===== config.mk =====
export PLATFORM = sky130hd
export DESIGN_NAME = udpdmx_ctrl
export DESIGN_NICKNAME = d
export VERILOG_FILES = /design/src/design/udpdmx_pkg.sv /design/src/design/udpdmx_ctrl.sv
export SDC_FILE = /design/constraint.sdc
export NUM_CORES = 1
export LEC_CHECK = 0
export BUFFER_PORTS_ARGS = -buffer_cell sky130_fd_sc_hd__buf_4
export CORE_AREA = 10 10 47 49
export CTS_CLUSTER_DIAMETER = 40
export CTS_CLUSTER_SIZE = 14
export DETAILED_ROUTE_END_ITERATION = 16
export DIE_AREA = 0 0 57 59
export GPL_ROUTABILITY_DRIVEN = 0
export PLACE_DENSITY = 0.7
export SETUP_SLACK_MARGIN = 0.4
export SLEW_MARGIN = 10
export SYNTH_ARGS = -nofsm -noshare
export SYNTH_HDL_FRONTEND = slang
export SYNTH_SLANG_ARGS = --single-unit

===== constraint.sdc =====
create_clock -name clk -period 1.98 [get_ports clk]
set_input_delay 0.198 -clock clk [delete_from_list [all_inputs] [get_ports clk]]
set_output_delay 0.198 -clock clk [all_outputs]
set_load 0.005 [all_outputs]

===== src/design/udpdmx_pkg.sv =====
// Shared definitions for the UDP port demultiplexer with per-slot receive rings.
// Holds the default sizes, operation and status codes, and the control structs.
// Depends on nothing; the controller, datapath and top level import it.
`default_nettype none

package udpdmx_pkg;

	localparam int SLOTS_DEF        = 32;
	localparam int QUEUE_DEPTH_DEF  = 8;
	localparam int PACKET_BYTES_DEF = 512;

	localparam logic [1:0] OP_BIND    = 2'd0;
	localparam logic [1:0] OP_CLOSE   = 2'd1;
	localparam logic [1:0] OP_DELIVER = 2'd2;
	localparam logic [1:0] OP_RECEIVE = 2'd3;

	localparam logic [2:0] ST_OK        = 3'd0;
	localparam logic [2:0] ST_EMPTY     = 3'd1;
	localparam logic [2:0] ST_NO_FREE   = 3'd2;
	localparam logic [2:0] ST_PORT_USED = 3'd3;
	localparam logic [2:0] ST_BAD_SLOT  = 3'd4;
	localparam logic [2:0] ST_NO_MATCH  = 3'd5;
	localparam logic [2:0] ST_BAD_ARG   = 3'd6;

	// Commands from the controller to the datapath.
	typedef struct packed {
		logic       load;      // capture the command fields
		logic       scan;      // register match and free vectors
		logic       pick;      // select the working slot
		logic       claim;     // bind the port to the working slot
		logic       close;
		logic       dlv_start; // begin or continue a delivery
		logic       entry;     // register entry index at ring tail (or head)
		logic       use_head;  // entry index from ring head
		logic       base;      // register payload base address
		logic       dlv_wr1;   // first payload write and merge
		logic       dlv_done;  // optional second payload write, then offset update or packet close
		logic       rcv_len;   // compute receive length
		logic       rcv_rd;    // payload read address phase
		logic       rcv_out;   // emit one received word
		logic       emit;      // emit a single result with code
		logic [2:0] code;
	} udpdmx_cmd_t;

	// Status from the datapath to the controller.
	typedef struct packed {
		logic [1:0] op;
		logic       port_zero;
		logic       any_match;
		logic       any_free;
		logic       slot_bad;
		logic       max_zero;
		logic       ring_empty;
		logic       dlv_active;
		logic       last_word;
	} udpdmx_stat_t;

endpackage

`default_nettype wire


===== src/design/udpdmx_ctrl.sv =====
// Controller state machine of the UDP port demultiplexer.
// Sequences each command through the datapath; uses udpdmx_pkg.
`default_nettype none

module udpdmx_ctrl (
	input  wire logic                     clk,
	input  wire logic                     arst_n,
	input  wire logic                     start,
	output logic                          busy,
	input  wire udpdmx_pkg::udpdmx_stat_t stat,
	output udpdmx_pkg::udpdmx_cmd_t       cmd
);
	import udpdmx_pkg::*;

	localparam logic [3:0] S_IDLE   = 4'd0;
	localparam logic [3:0] S_SCAN   = 4'd1;
	localparam logic [3:0] S_PICK   = 4'd2;
	localparam logic [3:0] S_EXEC   = 4'd3;
	localparam logic [3:0] S_DENTRY = 4'd4;
	localparam logic [3:0] S_DBASE  = 4'd5;
	localparam logic [3:0] S_DWR1   = 4'd6;
	localparam logic [3:0] S_DDONE  = 4'd7;
	localparam logic [3:0] S_RMETA  = 4'd8;
	localparam logic [3:0] S_RLEN   = 4'd9;
	localparam logic [3:0] S_RADDR  = 4'd10;
	localparam logic [3:0] S_ROUT   = 4'd11;

	logic [3:0] state_q, state_d;

	assign busy = (state_q != S_IDLE);

	always_ff @(posedge clk or negedge arst_n) begin
		if (!arst_n) begin
			state_q <= S_IDLE;
		end else begin
			state_q <= state_d;
		end
	end

	always_comb begin
		cmd     = '0;
		state_d = state_q;
		unique case (state_q)
			S_IDLE: begin
				if (start) begin
					cmd.load = 1'b1;
					state_d  = S_SCAN;
				end
			end
			S_SCAN: begin
				cmd.scan = 1'b1;
				state_d  = S_PICK;
			end
			S_PICK: begin
				cmd.pick = 1'b1;
				state_d  = S_EXEC;
			end
			S_EXEC: begin
				state_d = S_IDLE;
				unique case (stat.op)
					OP_BIND: begin
						cmd.emit = 1'b1;
						if (stat.port_zero) begin
							cmd.code = ST_BAD_ARG;
						end else if (stat.any_match) begin
							cmd.code = ST_PORT_USED;
						end else if (!stat.any_free) begin
							cmd.code = ST_NO_FREE;
						end else begin
							cmd.code  = ST_OK;
							cmd.claim = 1'b1;
						end
					end
					OP_CLOSE: begin
						cmd.emit = 1'b1;
						if (stat.slot_bad) begin
							cmd.code = ST_BAD_SLOT;
						end else begin
							cmd.code  = ST_OK;
							cmd.close = 1'b1;
						end
					end
					OP_DELIVER: begin
						if (!stat.dlv_active && !stat.any_match) begin
							cmd.emit = 1'b1;
							cmd.code = ST_NO_MATCH;
						end else begin
							cmd.dlv_start = 1'b1;
							state_d       = S_DENTRY;
						end
					end
					OP_RECEIVE: begin
						if (stat.slot_bad) begin
							cmd.emit = 1'b1;
							cmd.code = ST_BAD_SLOT;
						end else if (stat.max_zero) begin
							cmd.emit = 1'b1;
							cmd.code = ST_BAD_ARG;
						end else if (stat.ring_empty) begin
							cmd.emit = 1'b1;
							cmd.code = ST_EMPTY;
						end else begin
							cmd.entry    = 1'b1;
							cmd.use_head = 1'b1;
							state_d      = S_RMETA;
						end
					end
					default: state_d = S_IDLE;
				endcase
			end
			S_DENTRY: begin
				cmd.entry = 1'b1;
				state_d   = S_DBASE;
			end
			S_DBASE: begin
				cmd.base = 1'b1;
				state_d  = S_DWR1;
			end
			S_DWR1: begin
				cmd.dlv_wr1 = 1'b1;
				state_d     = S_DDONE;
			end
			S_DDONE: begin
				cmd.dlv_done = 1'b1;
				state_d      = S_IDLE;
			end
			S_RMETA: begin
				cmd.base = 1'b1;
				state_d  = S_RLEN;
			end
			S_RLEN: begin
				cmd.rcv_len = 1'b1;
				state_d     = S_RADDR;
			end
			S_RADDR: begin
				cmd.rcv_rd = 1'b1;
				state_d    = S_ROUT;
			end
			S_ROUT: begin
				cmd.rcv_out = 1'b1;
				state_d     = stat.last_word ? S_IDLE : S_RADDR;
			end
			default: state_d = S_IDLE;
		endcase
	end

endmodule

`default_nettype wire


== Yosys cells after proc, flatten, opt, wreduce, memory -nomap -nowiden ==
Index checks and enable logic that the tools add are counted.

* Multiply operators: 0
* Shift-type cells: 0
* Div/mod/pow operators: 0
* Equal/unequal tests: 15
* Bitwise gates (word level): 0
* Reduce and logical (&&, ||, !) cells: 7
* $add $sub $neg: 0
* Muxes and demuxes: 43
* Magnitude comparators: 0

{| class="wikitable"
|+ Operators with widths
! kind !! number
|-
| one-hot mux 4 bit (11 select lines) || 1
|-
| 2-to-1 mux 4 bit || 10
|-
| 2-to-1 mux 1 bit || 19
|-
| equality test 4 x 3 -> 1 bit (second input constant) || 4
|-
| equality test 4 bit (second input constant) || 4
|-
| one-hot mux 4 bit (4 select lines) || 1
|-
| 2-to-1 mux 2 bit || 6
|-
| 2-to-1 mux 3 bit || 4
|-
| equality test 4 x 2 -> 1 bit (second input constant) || 2
|-
| one-hot mux 4 bit (2 select lines) || 1
|-
| equality test 2 bit (second input constant) || 2
|-
| equality test 4 x 1 -> 1 bit (second input constant) || 1
|-
| logical NOT 4 bit || 1
|-
| nonzero test 4 bit || 1
|-
| equality test 2 x 1 -> 1 bit (second input constant) || 1
|-
| logical NOT 1 bit || 2
|-
| logical NOT 2 bit || 1
|-
| inequality test 2 bit (second input constant) || 1
|-
| one-hot mux 1 bit (2 select lines) || 1
|-
| OR reduction 2 bit || 1
|-
| logical AND 1 bit || 1
|}

* Memories: 0
* Logic and storage cells: 66
* Register bits after elaboration: 4
* Bits in writable memories: 0
* Bits in latches: 0
* Input port bits: 13
* Output and inout port bits: 19
* ROM bits: 0

== Longest topological paths before layout ==
* Depth in word-level cells: 5
* Mapped depth: 4
* Mapped depth without buffers: 3

== Least setup slack after synthesis ==
No wires, ideal clock.

* Path type: register to output
* Start: reg state_q[3]
* End: out cmd[9] (netlist bit)
* Data required time: 1782 ps
* Arrival time: 1066 ps
* Path buffers: 1
* Stages on the path, launching flop included: 5
* Setup slack: 716 ps
* Cells stage by stage: dfrtp_1 buf_6 nand2b_1 mux2_2 nor2_1

{| class="wikitable"
|+ RTL lines
! item !! RTL line !! source
|-
| start, declared || udpdmx_ctrl.sv:28 || <nowiki>logic [3:0] state_q, state_d;</nowiki>
|-
| start signal, assigned || udpdmx_ctrl.sv:36 || <nowiki>state_q <= state_d;</nowiki>
|-
| end, declared || udpdmx_ctrl.sv:11 || <nowiki>output udpdmx_pkg::udpdmx_cmd_t cmd</nowiki>
|}

==> flow_summary.yaml <==
sta:
  max_slew_margin_pct: 77.70
  setup_viol: 0
  rsz0062_at_grt: "yes"
  fin_ws_ps: 415.5
  final_max_slew_viol_count: 0
  max_freq_ghz: 0.6392
  fin_hold_ws_ps: 231.3
  fin_worst_skew_ps: 4.099
  worstMarginPinSlew_ps: 332.0
  hold_viol_final: 0
  min_period_ps: 1565
  period_share_pct: 79.02
  final.setup.tns_ps: 0
worst_setup_path:
  ff2ff_setup_slack_ps: 770
  crit_fanout: 5
  crit_top_cell: "buf_4"
  cp_data_required_time_ps: 1780
  path_cells: "buf_4, nand2b_4, mux2_2, nor2_1, buf_4"
  slowest_stage: "dfrtp_2"
  startpoint_type: "register"
  worstSetupPathType: "reg2out"
  arrival_ps: 1370
  cp-end-kind: "primary output"
  slowest_delay_ps: 430
grt:
  gr-max-usage-layer: "met2"
  first_global_vias: 637
  global_route.usage.met2_pct: 17.21
  grt_use_total_pct: 10.63
  grt_use_met1_pct: 10.46
  grt_antenna_before_repair: 0
  grt_max_degree: 9
  grtUsageMet3_pct: 5.794
  grt_first_pass_wirelength_mm: 2.904
  grt_overflow: 0
final_layout:
  reg_top3: "state_q (4)"
  final_cell_area_um2: 874.6
  final_cell_mix: "44 x buf_4, 13 x nor2_1, 4 x nand2_1, 4 x dfrtp_2"
  finalNetCount: 120
  layout-drive-gt1-share_pct: 60.00
  n_antenna_cell: 0
  mostFrequentLayoutCell: "buf_4"
  top_register: "state_q"
  final_cells: 121
  largest_reg_flops: 4
  syn_to_final_growth_pct: 83.95
  final_core_util_pct: 62.41
hold_path:
  hold_class: "in2reg"
yosys:
  yosys_most_used_dff: "dfrtp_1"
  ys_seq_elements: 4
  synth.largest_area_cell: "dfrtp_1"
  synth_cell_types: 30
  syn_area_um2: 475.5
  yosysSeqAreaShare_pct: 21.05
  synth_edf_count: 0
  async_reset_ff_share_pct: 100.0
  postSynthCellCount: 61
  yosys-top-cells-area: "dfrtp_1 21%, nor2_1 10%, nand2b_1 5.3%"
  syn_nets: 74
  netlist.area_leader.share_pct: 21.05
  avgSynthCellArea_um2: 7.794
  ys.warnings.count: 0
power_and_ir_drop:
  powerDensity_mw_per_mm2: 1032
  combPwrFrac_pct: 72.4
  ir_worst_vdd_uv: 408.7
  pwr-share-seq_pct: 16.6
  power.switching_mw: 0.3610
  p_clk_share_pct: 11.0
  p_leak_nw: 0.4035
  p_int_mw: 0.5415
  p_sw_share_pct: 40.00
  finalPower_mw: 0.9025
floorplan:
  ios: 32
  rows: 14
  core_area_mm2: 0.001401
  start_util_pct: 33.93
  die_w_um: 57
  die_y_um: 59
  die-area_mm2: 0.003363
clock_network:
  cts.htree.levels: 1
  cts_sinks: 4
  cts_buffer_depth: 2
  cts_buffers: 3
  root_buffer: "clkbuf_4"
  insertion_delay_ps: 230
  cts_tree: "built"
  clk_pin_slew_worst_paths_ps: 40
drt:
  drtPass1Iterations: 4
  ant_nets: 0
  via_per_inst: 5.289
  drt_wl_total_mm: 1.814
  wl_per_cell_um: 14.99
  drc: 0
  vias: 640
  drtIter0Drc: 11
placed_design:
  portBuffers: 31
  post-dp-hpwl_mm: 1.260
  placedCellCount: 104
  dp_slack_ps: 443.2
  placed_area_um2: 693.2
outcome:
  status: "finished clean"
flow_run:
  drv_cap: 0
## worst max-delay path: cells and delay by family, from the launching register on
kind,cells,cell delay [ps]
multiplexers,1,260
AND/OR/NAND/NOR,2,170
flip-flops,1,430
buffers and inverters,2,270
## timing repair
item / in CTS / in global routing
buffers inserted: 12 / 1
setup endpoints to repair: 7 / 6
hold endpoints to repair: 4 / 0
gates resized for setup: 8 / 4
hold buffers: 1 / 0
pin swaps: 3 / 0
## final cells by class
| class | count | area (um2) |
|---|---|---|
| clock buffers | 3 | 22.52 |
| fillers | 135 | 526.8 |
| inverters | 1 | 3.754 |
| multi-input cells | 52 | 382.9 |
| flip-flops and latches | 4 | 105.1 |
| well taps | 16 | 20.02 |
| repair buffers | 45 | 340.3 |
## power by group through the flow
stage	Combinational [mW]	Clock, mW	Sequential, mW
detailed placement	0.417	0	0.186
global route	0.706	0.114	0.152
global placement	0.417	0	0.182
CTS	0.620	0.106	0.148
floorplan	0.338	0	0.121
finish	0.653	0.0991	0.150
## worst paths after layout
path                                             start                endpoint  cells past startpoint
max in group asynchronous                       arst_n  state_q[1]$_DFFE_PN0P_                      2
min in group asynchronous                       arst_n  state_q[2]$_DFFE_PN0P_                      2
worst min register to register  state_q[0]$_DFFE_PN0P_  state_q[0]$_DFFE_PN0P_                      2
worst max-delay path            state_q[2]$_DFFE_PN0P_                  cmd[9]                      5
worst min-delay path                           stat[8]  state_q[2]$_DFFE_PN0P_                      2
worst max register to register  state_q[2]$_DFFE_PN0P_  state_q[2]$_DFFE_PN0P_                      4
## cells in the mapped netlist (all sizes together) (2+ instances only)
master,n
nand3,3
nor2,14
dfrtp,4
nor4,2
a211oi,2
nand2,5
buf,4
o32ai,2
nor3,4
or2b,3
nor3b,2
nand2b,4
## cells by family after synthesis
family | count (synthesis) | share of synthesized area [%]
buf+inv | 5 | 8.156
mux | 1 | 2.368
compound gates | 10 | 17.89
simple gates | 41 | 50.52
flops | 4 | 21.05
## metal layers
| metal | wire, um | part of all wire, % |
|---|---|---|
| met1 | 697 | 38 |
| met2 | 891 | 49 |
| met3 | 214 | 12 |
| met4 | 10 | 0.55 |
| met5 | 0 | 0 |
(Power assumes the default switching activity.)
